==> src/sv/mfi_ram.sv <==
// Generic single-clock RAM with one write port and one registered read port.
// No dependencies.
`default_nettype none
module mfi_ram #(
    parameter int WIDTH = 8,
    parameter int DEPTH = 16,
    parameter int AW = (DEPTH > 1) ? $clog2(DEPTH) : 1
) (
    input  wire logic             i_clk,
    input  wire logic             i_we,
    input  wire logic [AW-1:0]    i_waddr,
    input  wire logic [WIDTH-1:0] i_wdata,
    input  wire logic             i_re,
    input  wire logic [AW-1:0]    i_raddr,
    output logic      [WIDTH-1:0] o_rdata
);
    logic [WIDTH-1:0] mem [DEPTH];

    always_ff @(posedge i_clk) begin
        if (i_we) begin
            mem[i_waddr] <= i_wdata;
        end
        if (i_re) begin
            o_rdata <= mem[i_raddr];
        end
    end
endmodule
`default_nettype wire

==> config.mk <==
export PLATFORM = sky130hd
export DESIGN_NAME = mfi_ram
export DESIGN_NICKNAME = d
export VERILOG_FILES = /design/src/sv/mfi_ram.sv
export SDC_FILE = /design/constraint.sdc
export NUM_CORES = 1
export LEC_CHECK = 0
export BUFFER_PORTS_ARGS = -buffer_cell sky130_fd_sc_hd__buf_2
export CORE_MARGIN = 3
export CORE_UTILIZATION = 55
export CTS_BUF_LIST = sky130_fd_sc_hd__clkbuf_2 sky130_fd_sc_hd__clkbuf_4 sky130_fd_sc_hd__clkbuf_8
export CTS_CLUSTER_DIAMETER = 60
export CTS_CLUSTER_SIZE = 30
export DETAILED_ROUTE_END_ITERATION = 8
export GPL_TIMING_DRIVEN = 0
export PLACE_DENSITY = 0.72
export SYNTH_ARGS = -nofsm -noshare
export SYNTH_HDL_FRONTEND = slang
export SYNTH_SLANG_ARGS = --single-unit
==> constraint.sdc <==
create_clock -name i_clk -period 3.2 [get_ports i_clk]
set_input_delay 0.64 -clock i_clk [delete_from_list [all_inputs] [get_ports i_clk]]
set_output_delay 0.64 -clock i_clk [all_outputs]
set_load 0.05 [all_outputs]
==> qor.txt <==
Core ar.: 8980 sq um
Reg2Reg Setup Slack: 1.67 ns
Pin count of the biggest net entering global routing: 17
Commonest non-fill, non-tap cell in the layout: edfxtp_1
Routed WL: 9180 um
Leading cell types in the layout, fill and taps excluded: edfxtp_1, buf_2, mux4_2, clkbuf_8, a22oi_1
Hold Violations, Final: 0
H-tree Lvls: 4
DRC errors left: 0
Yosys warnings: 0
Post-synthesis register bit count: 136
Post-route ant nets: 0
Static Leak: 0.00193 uW
Cell variety after synth: 18
Fillers: 597
Die span in x: 103 um
Antenna violations before repair: 0
Clock share of power: 0.364
Sw Pwr: 740 uW
I/O Pins: 27
# hold bufs at CTS: 0
Max_cap viols: 0
Initial drt markers: 189
Clock latency on the worst-skew pair: 0.42 ns
Nets: 292
# setup viols final: 0
Tcrit/Tclk final: 0.612
Register area share after synthesis: 0.781
Max VDD drop: 0.000295 V
Crit path required time: 3.23 ns
Count of non-filler cells in the finished layout: 411
Syn Area/Cell: 22.8 sq um
Cts bufs inserted: 17
Tightest Hold Check Type: primary input to flip-flop
RSZ-0062 raised after global routing: false
Cells after DPL: 380
Post-synthesis cell area: 5230 sq um
Int Power: 2760 uW
Max Fanout on Critical Path: 8
Data arrival, critical path: 1.99 ns
Root buffer cell: clkbuf_8
Reg power frac: 0.576
Max Clock Freq: 511 MHz
Global-route wire length before repair: 14200 um
DIE AREA: 10700 sq um
Final Max Slew Viols: 0
Die height: 103 um
Reg clk slew, reported paths: 0.07 ns
Storage cell area: 4080 sq um
Post-place setup slack: 0.525 ns
Initial Utilization: 0.582
Worst setup EP type: flip-flop
Layout cell share with drive strength beyond 1: 0.291
Post-DR wirelength/cell: 22.3 um
Multi-input combinational cell area: 1060 sq um
Vias per cell: 5.79
ANT cells: 0
Area Overhead vs Synth: 12.6%
First-pass DRT Iterations: 4
Sw frac: 0.212
Cts repair resizes: 0
CTS tree: done
Vias in the first global route: 2429
HPWL Detailed: 5900 um
Slew headroom: 0.157
CP Launch Type: primary input
Std cell rows: 34
Final worst slack: 1.24 ns
RePlAce Congestion: 0.730
Critical path class: primary input to flip-flop
Setup TNS: 0 ns
Cells after Synth: 229
Gr ovfl total: 0
PD cells: 595 nW/um^2
Max Root-Sink Buffers: 2
Clock period minus worst slack: 1.96 ns
Port Buf Inserts: 25
Post-Syn Nets: 248
Post-CTS Setup Bufs: 0
Tot GR Track Use: 0.198
Comb pwr share: 0.061
Detailed-route via count: 2378
Outcome: finished, final reports clean
Clk sinks: 136
Skew final: 0.00997 ns
Least-Margin Pin Slew: 1.26 ns
## power groups by stage
| stage | clock network, uW | registers (uW) | logic [uW] |
|---|---|---|---|
| after floorplan | 0 | 2080 | 101 |
| after global routing | 1390 | 2020 | 231 |
| after CTS | 1290 | 2010 | 216 |
| after global placement | 0 | 2050 | 211 |
| final | 1270 | 2010 | 213 |
| after detailed placement | 0 | 2050 | 215 |
## routing by layer
layer | GRT usage | up-vias | share of wire
li1 | - | 1067 | -
met2 | 0.293 | 97 | 0.49
met4 | 0.0807 | 0 | 0.014
met1 | 0.286 | 1204 | 0.41
met5 | 0 | - | 0
met3 | 0.0496 | 10 | 0.078
## sequential cells by signal, indices dropped and copies added, names as in the netlist
name     count
mem        128
o_rdata      8
## area by class of cell
cell class | instances | area share
sequential | 136 | 0.694
multi-input combinational | 83 | 0.181
clock buffer | 17 | 0.0398
tap | 126 | 0.0268
clock inverter | 14 | 0.0230
timing repair buffer | 25 | 0.0213
buffer | 10 | 0.0147
## logic make-up after synthesis
| logic type | count (synthesis) | synth area share |
|---|---|---|
| compound gates | 16 | 0.0230 |
| mux | 32 | 0.148 |
| flops | 136 | 0.781 |
| simple gates | 35 | 0.0314 |
| buf+inv | 10 | 0.0165 |
## path summary, 6_finish.rpt
check	startpoint	to	cells after the start
max	i_waddr[2]	mem[8][0]	3
max reg2reg	mem[3][7]	o_rdata[7]	3
min	i_re	o_rdata[2]	1
min reg2reg	mem[8][5]	o_rdata[5]	3
## cells in the mapped netlist, drive strengths merged
library cell / n / area [sq um]
a22oi: 16 / 120
and2: 1 / 6.26
and2b: 1 / 7.51
buf: 7 / 56.3
clkdlybuf4s25: 3 / 30.0
edfxtp: 136 / 4080
mux4: 32 / 773
nand2: 9 / 33.8
nand2b: 2 / 12.5
nand3: 1 / 5.00
nand3b: 2 / 15.0
nor2: 13 / 48.8
nor2b: 1 / 6.26
nor3: 4 / 20.0
or3b: 1 / 8.76
## stage by stage
step                power [uW]  area (sq um)  hold slack [ns]   util
global route              3640          5880            0.541  0.656
floorplan                 2180          5230            0.705      -
global placement          2260          5510            0.740  0.614
finish                    3500          5880            0.569  0.656
CTS                       3520          5880            0.543  0.655
detailed placement        2270          5510            0.739  0.614
## critical path, stage by stage
cell	delay, ns
buf_2	0.12
nand3b_1	0.24
nor3_1	0.99
No activity file was read; power rests on OpenSTA's default activity.
